**src/rtl/cfri_pkg.sv**
```systemverilog
// Shared types and constants of the coalescing free-region table.
`default_nettype none
package cfri_pkg;

  localparam int unsigned DEF_MAX_REGIONS = 64;
  localparam int unsigned DEF_ADDR_BITS   = 32;

  localparam int unsigned START_W = 32;
  localparam int unsigned FSIZE_W = 32;
  localparam int unsigned RSIZE_W = 33;
  localparam int unsigned COUNT_W = 7;

  typedef enum logic [1:0] {
    ST_IDLE,
    ST_CMP,
    ST_UPD,
    ST_RES
  } cfri_state_e;

  // Broadcast from the sequencer to every cell.
  typedef struct packed {
    logic cmp_en;
    logic upd_en;
    logic fwd;
    logic bwd;
    logic ins;
  } cfri_ctrl_t;

endpackage
`default_nettype wire

```
**src/rtl/cfri_cell.sv**
```systemverilog
// One entry of the sorted free-region chain with its compare and shift logic.
`default_nettype none
module cfri_cell #(
  parameter int unsigned AW    = 32,
  parameter int unsigned SW    = 33,
  parameter int unsigned SUM_W = 34
) (
  input  wire                       clk_i,
  input  wire                       rst_ni,
  input  wire cfri_pkg::cfri_ctrl_t ctrl_i,
  input  wire                       valid_i,
  input  wire  [AW-1:0]             s_i,
  input  wire  [SW-1:0]             z_i,
  input  wire  [SUM_W-1:0]          sz_i,
  input  wire                       left_le_i,
  input  wire  [AW-1:0]             left_start_i,
  input  wire  [SW-1:0]             left_size_i,
  input  wire                       right_le_i,
  input  wire  [AW-1:0]             right_start_i,
  input  wire  [SW-1:0]             right_size_i,
  output logic                      le_o,
  output logic [AW-1:0]             start_o,
  output logic [SW-1:0]             size_o,
  output logic                      fwd_hit_o,
  output logic                      bwd_hit_o,
  output logic                      mark_o
);
  import cfri_pkg::*;

  // Merged sizes keep ADDR_BITS+1 bits.
  localparam logic [SW-1:0] MERGE_MASK = SW'({(AW + 1){1'b1}});

  logic [AW-1:0]    start_q, start_d;
  logic [SW-1:0]    size_q, size_d;
  logic             le_q, nxt_eq_q, prv_eq_q, mark_q;
  logic [SUM_W-1:0] end_sum;
  logic             at_pos;
  logic [SW-1:0]    merge_sum;

  assign end_sum   = SUM_W'(start_q) + SUM_W'(size_q);
  assign at_pos    = left_le_i & ~le_q;
  assign fwd_hit_o = at_pos & nxt_eq_q;
  assign bwd_hit_o = le_q & ~right_le_i & prv_eq_q;
  assign merge_sum = (size_q + z_i + ((ctrl_i.fwd && ctrl_i.bwd) ? right_size_i : '0))
                     & MERGE_MASK;

  always_comb begin
    start_d = start_q;
    size_d  = size_q;
    if (ctrl_i.upd_en) begin
      if (ctrl_i.fwd && ctrl_i.bwd) begin
        // close the gap: grow the entry before, pull the rest down by one
        if (bwd_hit_o) begin
          size_d = merge_sum;
        end else if (!le_q) begin
          start_d = right_start_i;
          size_d  = right_size_i;
        end
      end else if (ctrl_i.fwd) begin
        if (fwd_hit_o) begin
          start_d = s_i;
          size_d  = merge_sum;
        end
      end else if (ctrl_i.bwd) begin
        if (bwd_hit_o) begin
          size_d = merge_sum;
        end
      end else if (ctrl_i.ins) begin
        // open a slot: push entries from the insert point up by one
        if (at_pos) begin
          start_d = s_i;
          size_d  = z_i;
        end else if (!left_le_i) begin
          start_d = left_start_i;
          size_d  = left_size_i;
        end
      end
    end
  end

  always_ff @(posedge clk_i) begin
    start_q <= start_d;
    size_q  <= size_d;
  end

  always_ff @(posedge clk_i or negedge rst_ni) begin
    if (!rst_ni) begin
      le_q     <= 1'b0;
      nxt_eq_q <= 1'b0;
      prv_eq_q <= 1'b0;
      mark_q   <= 1'b0;
    end else begin
      if (ctrl_i.cmp_en) begin
        le_q     <= valid_i & (start_q <= s_i);
        nxt_eq_q <= valid_i & (SUM_W'(start_q) == sz_i);
        prv_eq_q <= end_sum == SUM_W'(s_i);
      end
      if (ctrl_i.upd_en) begin
        mark_q <= ctrl_i.bwd ? bwd_hit_o : fwd_hit_o;
      end
    end
  end

  assign le_o    = le_q;
  assign start_o = start_q;
  assign size_o  = size_q;
  assign mark_o  = mark_q;

endmodule
`default_nettype wire

```
**config.mk**
```make
export PLATFORM = sky130hd
export DESIGN_NAME = cfri_cell
export DESIGN_NICKNAME = d
export VERILOG_FILES = /design/src/rtl/cfri_pkg.sv /design/src/rtl/cfri_cell.sv
export SDC_FILE = /design/constraint.sdc
export NUM_CORES = 1
export LEC_CHECK = 0
export BUFFER_PORTS_ARGS = -buffer_cell sky130_fd_sc_hd__clkbuf_2
export CAP_MARGIN = 20
export CORE_MARGIN = 2
export CORE_UTILIZATION = 54
export DETAILED_ROUTE_END_ITERATION = 8
export PLACE_DENSITY = 0.8
export RECOVER_POWER = 100
export SYNTH_ARGS = -nofsm -noshare
export SYNTH_HDL_FRONTEND = slang
export SYNTH_SLANG_ARGS = --single-unit
```
**constraint.sdc**
```tcl
create_clock -name clk_i -period 5.27 [get_ports clk_i]
set_input_delay 1.054 -clock clk_i [delete_from_list [all_inputs] [get_ports clk_i]]
set_output_delay 1.054 -clock clk_i [all_outputs]
set_load 0.02 [all_outputs]
```
==> results of run 1 <==
## synth_stat cells (all sizes together) (16+ instances only)
cell type	count
nor3	16
a21oi	97
ha	95
edfxtp	65
clkbuf	43
nand4	24
inv	51
o21ai	83
a22oi	34
nand2	172
a21o	33
and3	38
mux2i	41
xor2	58
fa	34
xnor2	52
nor2	68
a211oi	16
nor4	17
## flip-flops by register name (all words and copies together) (netlist names)
name,count
mark_o,1
le_o,1
prv_eq_q,1
start_o,32
nxt_eq_q,1
size_o,33
## per-layer routing
metal	vias up	wire (µm)	part of all wire, %
li1	4974	-	-
met4	0	1650	4.4
met5	-	0	0
met1	5053	15200	41
met3	104	3310	8.9
met2	588	17200	46
## power breakdown
part | internal, µW | switching [µW] | leakage (µW)
Combinational | 648 | 945 | 0.00478
Sequential | 671 | 72.4 | 0.000659
Clock | 462 | 282 | 0.000164
Total | 1780 | 1300 | 0.00560
## how the worst max path moves through the flow
stage	slack [ns]	to	startpoint
floorplan	0.08	size_o[31]$_DFFE_PP_	ctrl_i[1]
global placement	0.17	size_o[31]$_DFFE_PP_	ctrl_i[1]
detailed placement	0.04	size_o[31]$_DFFE_PP_	ctrl_i[1]
CTS	0.39	size_o[31]$_DFFE_PP_	ctrl_i[1]
global route	0.1	size_o[32]$_DFFE_PP_	ctrl_i[2]
finish	0.34	size_o[31]$_DFFE_PP_	ctrl_i[1]
## cell families after synthesis
| kind of cell | count (synthesis) |
|---|---|
| AOI/OAI and AO/OA | 349 |
| xor gates and xnor gates | 110 |
| adders and majority gates | 129 |
| buffers and inverters | 104 |
| DFF | 69 |
| muxes | 45 |
| and+or+nand+nor | 392 |
## layout by cell type (no fill, tap or decap), types with 24 or more instances in the layout
cell type,Yosys,routed
fa_1,34,34
a22oi_1,34,34
inv_1,51,51
clkbuf_1,42,79
xnor2_1,52,52
a21oi_1,95,95
edfxtp_1,65,65
nor2_1,68,66
clkbuf_2,1,237
mux2i_1,41,41
o21ai_0,78,78
xor2_1,58,58
nand4_1,24,24
a21o_1,30,30
nand2_1,172,172
and3_1,37,37
ha_1,95,95
## metrics by stage
step | hold slack, ns | utilization, % | setup WS, ns | cells
detailed placement | 0.488 | 64.9 | 0.0436 | 1700
floorplan | 0.464 | - | 0.0834 | 1198
finish | 0.499 | 66.0 | 0.342 | 1715
global placement | 0.486 | 64.9 | 0.174 | 1700
global route | 0.543 | 66.0 | 0.0962 | 1715
CTS | 0.495 | 66.8 | 0.385 | 1715
## layout make-up
cell class,instances,area [µm²],share of cell area [%]
inverters,52,195,1.65
repair buffers,325,1560,13.2
clock buffers,9,225,1.90
clock inverters,6,111,0.940
well taps,229,287,2.42
multi-input cells,1025,7420,62.6
flip-flops and latches,69,2050,17.3
==> results.yml, run 1 <==
setup_path:
  crit_family: "compound AO/OA/AOI/OAI gates"
  required_ns: 5.33
  crit_buf_inv: 1
  reg2reg_to: "size_o[31]$_DFFE_PP_"
  cp-start-kind: "primary input"
  path_max_fanout: 5
  crit_type: "in -> reg"
  cpMaxStageDelayCell: "o41ai_1"
  rrSetupSlack_ns: 0.87
  r2r_start: "size_o[1]$_DFFE_PP_"
  path_cells: "clkbuf_2, and3_1, fa_1, ha_1, fa_1, a21o_2, a21oi_1, o21ai_0, a211o_1, a21oi_1, o31ai_1, o41ai_1, xor2_1, nand2_1, o21ai_0, a221oi_1"
  cpPeakStageDelay_ns: 0.43
  cp.depth: 16
  worstRegToRegCells: 14
  endpoint_kind: "flop"
  arrival_ns: 4.99
die:
  rows: 49
  die_h_um: 139
  core_region_area_um2: 18000
  die_width_um: 139
  initial_core_util_pct: 55.0
  die_area_um2: 19400
  boundaryPins: 308
finish:
  nNetsFinal: 1850
  fillers: 1579
  n_antenna_cell: 0
  drive_gt1_share_pct: 19.2
  fin_area_um2: 11900
  areaGrowthSynthToFinish_pct: 20.0
run_status:
  status: "complete, but fails checks"
  violations: "max-capacitance violations, max-slew violations"
timing:
  relSlewSlack_pct: -71.7
  fin_crit_ns: 4.93
  setup-violations-final: 0
  min_period_over_period_pct: 93.5
  finClkSkew_ns: 0.00884
  rsz0062_at_grt: "no"
  worst_pin_slew_ns: 2.58
  hold_viol: 0
  tns_ns: 0
  drv_slew: 68
  fmax_ghz: 0.203
synthesis:
  synth_area_leaders: "edfxtp_1, ha_1, fa_1"
  synth_top_flop_cell: "edfxtp_1"
  synth_xor_xnor_area_share_pct: 9.75
  syn-num-nets: 1566
  synth_area_um2: 9880
  synth_top_family_by_area: "compound AO/OA/AOI/OAI gates"
  ys_warn_count: 0
  yosysTopAreaCell: "edfxtp_1"
  syn_avg_cell_area_um2: 8.25
  synth-compound-area-share_pct: 23.1
  synth-edff-count: 65
  synthAdderAreaFrac_pct: 18.9
  synth-seq-area-share_pct: 20.8
  synth-seq-cells: 69
  netlist_instances: 1198
  synth.distinct_cells: 74
  synth_top_cell_area_share_pct: 19.8
  yosys.area_share.simple_pct: 18.7
  synthMuxAreaShare_pct: 4.61
  async_reset_ff_share_pct: 5.80
grt:
  grt_overflow: 0
  use_met2_pct: 61.0
  grt.busiest_layer: "met2"
  antenna_found_initial: 0
  use_met1_pct: 50.1
  grt_pass1_vias: 10500
  grt_max_degree: 59
  grt_pass1_wl_um: 56600
  grt_use_total_pct: 37.7
  grtUsageMet3_pct: 5.26
power_and_ir_drop:
  p_total_uw: 3080
  powerDensity_nw_per_um2: 260
  ir_drop_mv: 0.158
  leakage_uw: 0.00560
clock_tree:
  cts-htree-levels: 3
  clock_sinks: 69
  cts.path.max_buffers: 2
  clkTransAtPathRegs_ns: 0.06
  numCtsBuffers: 9
  post_cts_buffers: 0
  postCtsHoldBufs: 0
  cts_tree: "built"
  cts.repair.resized: 0
  cts-root-buf: "clkbuf_16"
  clkLatencyLatePin_ns: 0.35
worst_hold_path:
  worstHoldStart: "prv_eq_q$_DFFE_PN0P_"
  min_path_cells: 1
  hp-class: "reg -> reg"
  min_to: "prv_eq_q$_DFFE_PN0P_"
routing:
  routed_via_density: 6.25
  wl_um: 37300
  drt_first_pass_iters: 5
  drt_iter0_markers: 979
  vias: 10700
  ant_nets: 0
  drc: 0
  avgRoutedWirePerCell_um: 21.8
place:
  dp_hpwl_um: 30600
  gp_routability_congestion: 1.00
  placed_area_um2: 11700
  portBuffers: 307
run:
  cap_violations: 2
(Power assumes the default switching activity.)
==> run 2: changes to the inputs <==
- CELL_PAD_IN_SITES_DETAIL_PLACEMENT: not set -> 2
- CELL_PAD_IN_SITES_GLOBAL_PLACEMENT: not set -> 2
- CORE_UTILIZATION: 54 -> 30
- PLACE_DENSITY: 0.8 -> 0.78
==> run 2 against run 1 <==
The flow still finishes with violations (max-capacitance violations, max-slew violations). Critical path depth unchanged. Design area up 2.6%. Setup slack worse by 0.010 ns. Sequential share of layout area down 0.44 points. Non-clock buffer count up 3. Clock power up 2%. Power up 3.2%. Die area up 77%. Combinational power up 5%.
==> results.yml, run 2 (synthesis results as in run 1) <==
clock_tree:
  clkLatencyLatePin_ns: 0.36
  cts_tree: "built"
  post_cts_buffers: 0
  postCtsHoldBufs: 0
  cts-root-buf: "clkbuf_16"
  clkTransAtPathRegs_ns: 0.07
  cts.repair.resized: 0
  cts-htree-levels: 3
  cts.path.max_buffers: 2
  numCtsBuffers: 9
  clock_sinks: 69
die:
  initial_core_util_pct: 30.4
  die_width_um: 185
  boundaryPins: 308
  die_area_um2: 34400
  core_region_area_um2: 32500
  rows: 66
  die_h_um: 185
run_status:
  violations: "max-capacitance violations, max-slew violations"
  status: "complete, but fails checks"
timing:
  fin_crit_ns: 4.94
  setup-violations-final: 0
  min_period_over_period_pct: 93.7
  worst_pin_slew_ns: 2.61
  fmax_ghz: 0.203
  finClkSkew_ns: 0.0168
  rsz0062_at_grt: "no"
  hold_viol: 0
  relSlewSlack_pct: -74.6
  drv_slew: 66
  whs_ns: 0.523
finish:
  n_antenna_cell: 0
  layout_commonest_cell: "clkbuf_2"
  areaGrowthSynthToFinish_pct: 23.1
  drive_gt1_share_pct: 19.7
  largest_reg_flops: 33
  nNetsFinal: 1853
  fillers: 3820
  final_cell_mix: "clkbuf_2, nand2_1, ha_1, a21oi_1, o21ai_0"
  fin_cells: 1932
  fin_area_um2: 12200
place:
  gp_routability_congestion: 0.909
  portBuffers: 307
  placed_area_um2: 12000
  dp.cells: 1916
  dp_hpwl_um: 39000
routing:
  drc: 0
  drt_first_pass_iters: 5
  avgRoutedWirePerCell_um: 24.1
  ant_nets: 0
  routed_via_density: 5.54
  vias: 10700
  drt_iter0_markers: 583
  wl_um: 46500
setup_path:
  required_ns: 5.34
  worstRegToRegCells: 8
  crit_type: "in -> reg"
  cpPeakStageDelay_ns: 0.42
  endpoint_kind: "flop"
  crit_family: "compound AO/OA/AOI/OAI gates"
  crit_buf_inv: 2
  arrival_ns: 5.01
  r2r_start: "le_o$_DFFE_PN0P_"
  path_max_fanout: 20
  critPathMostFrequentCell: "a21oi_1"
  cpMaxStageDelayCell: "fa_1"
  path_cells: "clkbuf_2, buf_4, and3_1, fa_1, ha_1, a21oi_1, o211ai_1, a41oi_2, o22ai_1, a41oi_4, o21ai_2, a221o_1, a21o_1, a21oi_2, xnor2_1, a21oi_1"
  cp-start-kind: "primary input"
  reg2reg_to: "size_o[15]$_DFFE_PP_"
  rrSetupSlack_ns: 0.64
power_and_ir_drop:
  leakage_uw: 0.00563
  powerDensity_nw_per_um2: 261
  ir_drop_mv: 0.143
grt:
  antenna_found_initial: 0
  grt_overflow: 0
  grt_use_total_pct: 27.1
  grt_max_degree: 36
  grt_pass1_wl_um: 69800
  grt_pass1_vias: 11600
run:
  cap_violations: 2
worst_hold_path:
  hp-class: "in -> async"
==> run 2: report_power, final <==
group	total (µW)	switching [µW]	leakage, µW	internal [µW]
registers	751	80.0	0.000659	671
logic	1670	1020	0.00481	653
clock network	761	297	0.000163	464
total	3180	1390	0.00563	1790
==> run 2: through the flow <==
| step | total power (µW) | utilization (%) | setup TNS [ns] | setup slack, ns |
|---|---|---|---|---|
| after detailed placement | 2430 | 36.9 | -0.00402 | -0.00402 |
| after CTS | 3200 | 37.9 | 0 | 0.325 |
| final | 3180 | 37.5 | 0 | 0.332 |
| after global placement | 2360 | 36.9 | 0 | 0.0761 |
| after floorplan | 1830 | - | 0 | 0.0834 |
| after global routing | 3390 | 37.5 | 0 | 0.0601 |
==> run 2: how the worst max path moves through the flow <==
stage | startpoint | end | slack, ns | cells past startpoint
finish | ctrl_i[1] | size_o[32]$_DFFE_PP_ | 0.33 | 16
global route | ctrl_i[1] | size_o[32]$_DFFE_PP_ | 0.06 | 16
CTS | ctrl_i[2] | size_o[31]$_DFFE_PP_ | 0.32 | 16
detailed placement | ctrl_i[2] | size_o[31]$_DFFE_PP_ | -0.004 | 16
global placement | ctrl_i[2] | size_o[31]$_DFFE_PP_ | 0.08 | 16
floorplan | ctrl_i[1] | size_o[31]$_DFFE_PP_ | 0.08 | 18
==> run 2: area by class of cell <==
type / instances / area (µm²) / area share (%)
timing repair buffer: 328 / 1600 / 13.1
clock inverter: 6 / 111 / 0.915
clock buffer: 10 / 229 / 1.88
inverter: 52 / 195 / 1.60
tap: 442 / 553 / 4.55
sequential: 69 / 2050 / 16.9
multi-input combinational: 1025 / 7430 / 61.1
==> run 2: per-layer routing <==
layer	up-vias	GRT usage [%]	routed length [µm]
met1	5369	35.3	20100
li1	4972	-	-
met2	310	47.8	23100
met4	0	7.37	1070
met5	-	0	0
met3	45	2.60	2140
==> run 2: worst reg2reg max path, stage by stage (launching register included) <==
cell and delay (ns):
dfrtp_1 0.62, nand2_1 0.09, or2_0 0.55, inv_1 0.41
nor2_1 0.08, clkbuf_1 0.51, o21ai_0 0.23, o311a_1 0.80
clkbuf_1 0.94
==> run 3: changes to the inputs <==
- CORE_ASPECT_RATIO: not set -> 1.4
==> run 3 against run 2 <==
The flow still finishes with violations (max-capacitance violations, max-slew violations). Wire length is 3.1% higher. Sequential power is 0.5% lower. Final cell count is 0.26% higher. Maximum frequency is 0.47% higher. Clock power is 13% lower. Hold slack worse by 0.023 ns. Critical path depth stayed put. Largest cell class unchanged.
==> results.yml, run 3 (synthesis results as in run 1) <==
run_status:
  status: "complete, but fails checks"
  violations: "max-capacitance violations, max-slew violations"
die:
  die_h_um: 219
  boundaryPins: 308
  initial_core_util_pct: 30.5
  rows: 78
  die_width_um: 157
  die_area_um2: 34400
  core_region_area_um2: 32400
grt:
  grt_overflow: 0
  grt_pass1_wl_um: 71500
  grt_max_degree: 38
  grt_pass1_vias: 11900
  grt_use_total_pct: 28.1
  antenna_found_initial: 2
place:
  portBuffers: 307
  post-place-ws_ns: 0.137
  gp_routability_congestion: 0.913
  dp.cells: 1919
  placed_area_um2: 12000
  dp_hpwl_um: 40500
routing:
  drt_iter0_markers: 410
  drc: 0
  routed_via_density: 5.51
  avgRoutedWirePerCell_um: 24.7
  drt_first_pass_iters: 4
  highest_layer: "met4"
  wl_um: 47900
  ant_nets: 0
  vias: 10700
  drt-met1-wl_um: 18600
  wl_met2_um: 25600
  met3_wirelength_um: 1410
worst_hold_path:
  hp-class: "reg -> reg"
timing:
  timing.final.ws_setup_ns: 0.355
  fmax_ghz: 0.203
  drv_slew: 113
  fin_crit_ns: 4.92
  finClkSkew_ns: 0.0109
  min_period_over_period_pct: 93.3
  rsz0062_at_grt: "no"
  hold_viol: 0
  relSlewSlack_pct: -54.8
  worst_pin_slew_ns: 2.32
  setup-violations-final: 0
  whs_ns: 0.500
  tns_ns: 0
clock_tree:
  numCtsBuffers: 9
  post_cts_buffers: 0
  cts-htree-levels: 3
  cts.repair.resized: 0
  clkTransAtPathRegs_ns: 0.07
  cts_tree: "built"
  cts-root-buf: "clkbuf_16"
  clock_sinks: 69
  clkLatencyLatePin_ns: 0.38
  postCtsHoldBufs: 0
  cts.path.max_buffers: 2
power_and_ir_drop:
  ir_drop_mv: 0.135
  leakage_uw: 0.00561
  powerDensity_nw_per_um2: 255
setup_path:
  arrival_ns: 4.99
  rrSetupSlack_ns: 0.84
  reg2reg_to: "start_o[26]$_DFFE_PP_"
  cp-start-kind: "primary input"
  path_max_fanout: 10
  worstRegToRegCells: 6
  crit_type: "in -> reg"
  required_ns: 5.35
  r2r_start: "le_o$_DFFE_PN0P_"
  cp-endpoint: "size_o[32]$_DFFE_PP_"
  startpoint: "ctrl_i[2]"
  endpoint_kind: "flop"
finish:
  largest_reg_flops: 33
  layout_commonest_cell: "clkbuf_2"
  multi_input_area_um2: 7410
  fillers: 3889
  fin_area_um2: 12100
  drive_gt1_share_pct: 19.3
  nNetsFinal: 1858
  fin_cells: 1937
  final_cell_mix: "clkbuf_2, nand2_1, a21oi_1, ha_1"
  areaGrowthSynthToFinish_pct: 22.8
  seq_area_um2: 2050
run:
  cap_violations: 4
==> run 3: worst min path at each step <==
| stage | slack [ns] | to | cells past startpoint | from |
|---|---|---|---|---|
| after floorplan | 0.46 | nxt_eq_q$_DFFE_PN0P_ | 1 | nxt_eq_q$_DFFE_PN0P_ |
| after global placement | 0.48 | prv_eq_q$_DFFE_PN0P_ | 1 | prv_eq_q$_DFFE_PN0P_ |
| after detailed placement | 0.48 | prv_eq_q$_DFFE_PN0P_ | 1 | prv_eq_q$_DFFE_PN0P_ |
| after CTS | 0.48 | prv_eq_q$_DFFE_PN0P_ | 1 | rst_ni |
| after global routing | 0.54 | prv_eq_q$_DFFE_PN0P_ | 1 | prv_eq_q$_DFFE_PN0P_ |
| final | 0.50 | prv_eq_q$_DFFE_PN0P_ | 1 | prv_eq_q$_DFFE_PN0P_ |
==> run 3: power breakdown <==
group | internal, µW | switching, µW | total [µW]
clock network | 362 | 297 | 659
logic | 658 | 1030 | 1690
registers | 672 | 75.7 | 747
==> run 3: area by class of cell <==
class                   instances  area share (%)
flip-flops and latches         69            16.9
clock inverters                 6           0.443
repair buffers                333            13.5
diodes                          2          0.0412
clock buffers                  10            1.89
multi-input cells            1025            61.0
well taps                     440            4.54
inverters                      52            1.61
==> run 3: per-stage QoR <==
| stage | power [µW] | utilization (%) |
|---|---|---|
| after floorplan | 1830 | - |
| after global placement | 2390 | 37.0 |
| after detailed placement | 2450 | 37.0 |
| after CTS | 3120 | 37.9 |
| after global routing | 3290 | 37.4 |
| final | 3090 | 37.4 |
==> run 3: worst max-delay path: stages <==
cell      delay [ns]
clkbuf_2        0.23
buf_4           0.22
and3_1          0.17
fa_1            0.42
ha_1            0.38
a21oi_1         0.21
o211ai_1        0.19
a41oi_1         0.43
o22ai_1         0.30
a41oi_4         0.34
o21ai_2         0.11
a221o_1         0.39
a21o_1          0.20
a21oi_2         0.14
xnor2_1         0.12
a21oi_1         0.08
==> run 3: layer usage <==
metal | global-route usage, % | vias to the layer above
li1 | - | 4973
met1 | 31.4 | 5337
met2 | 52.2 | 272
met3 | 2.46 | 87
met4 | 14.4 | 0
met5 | 0 | -
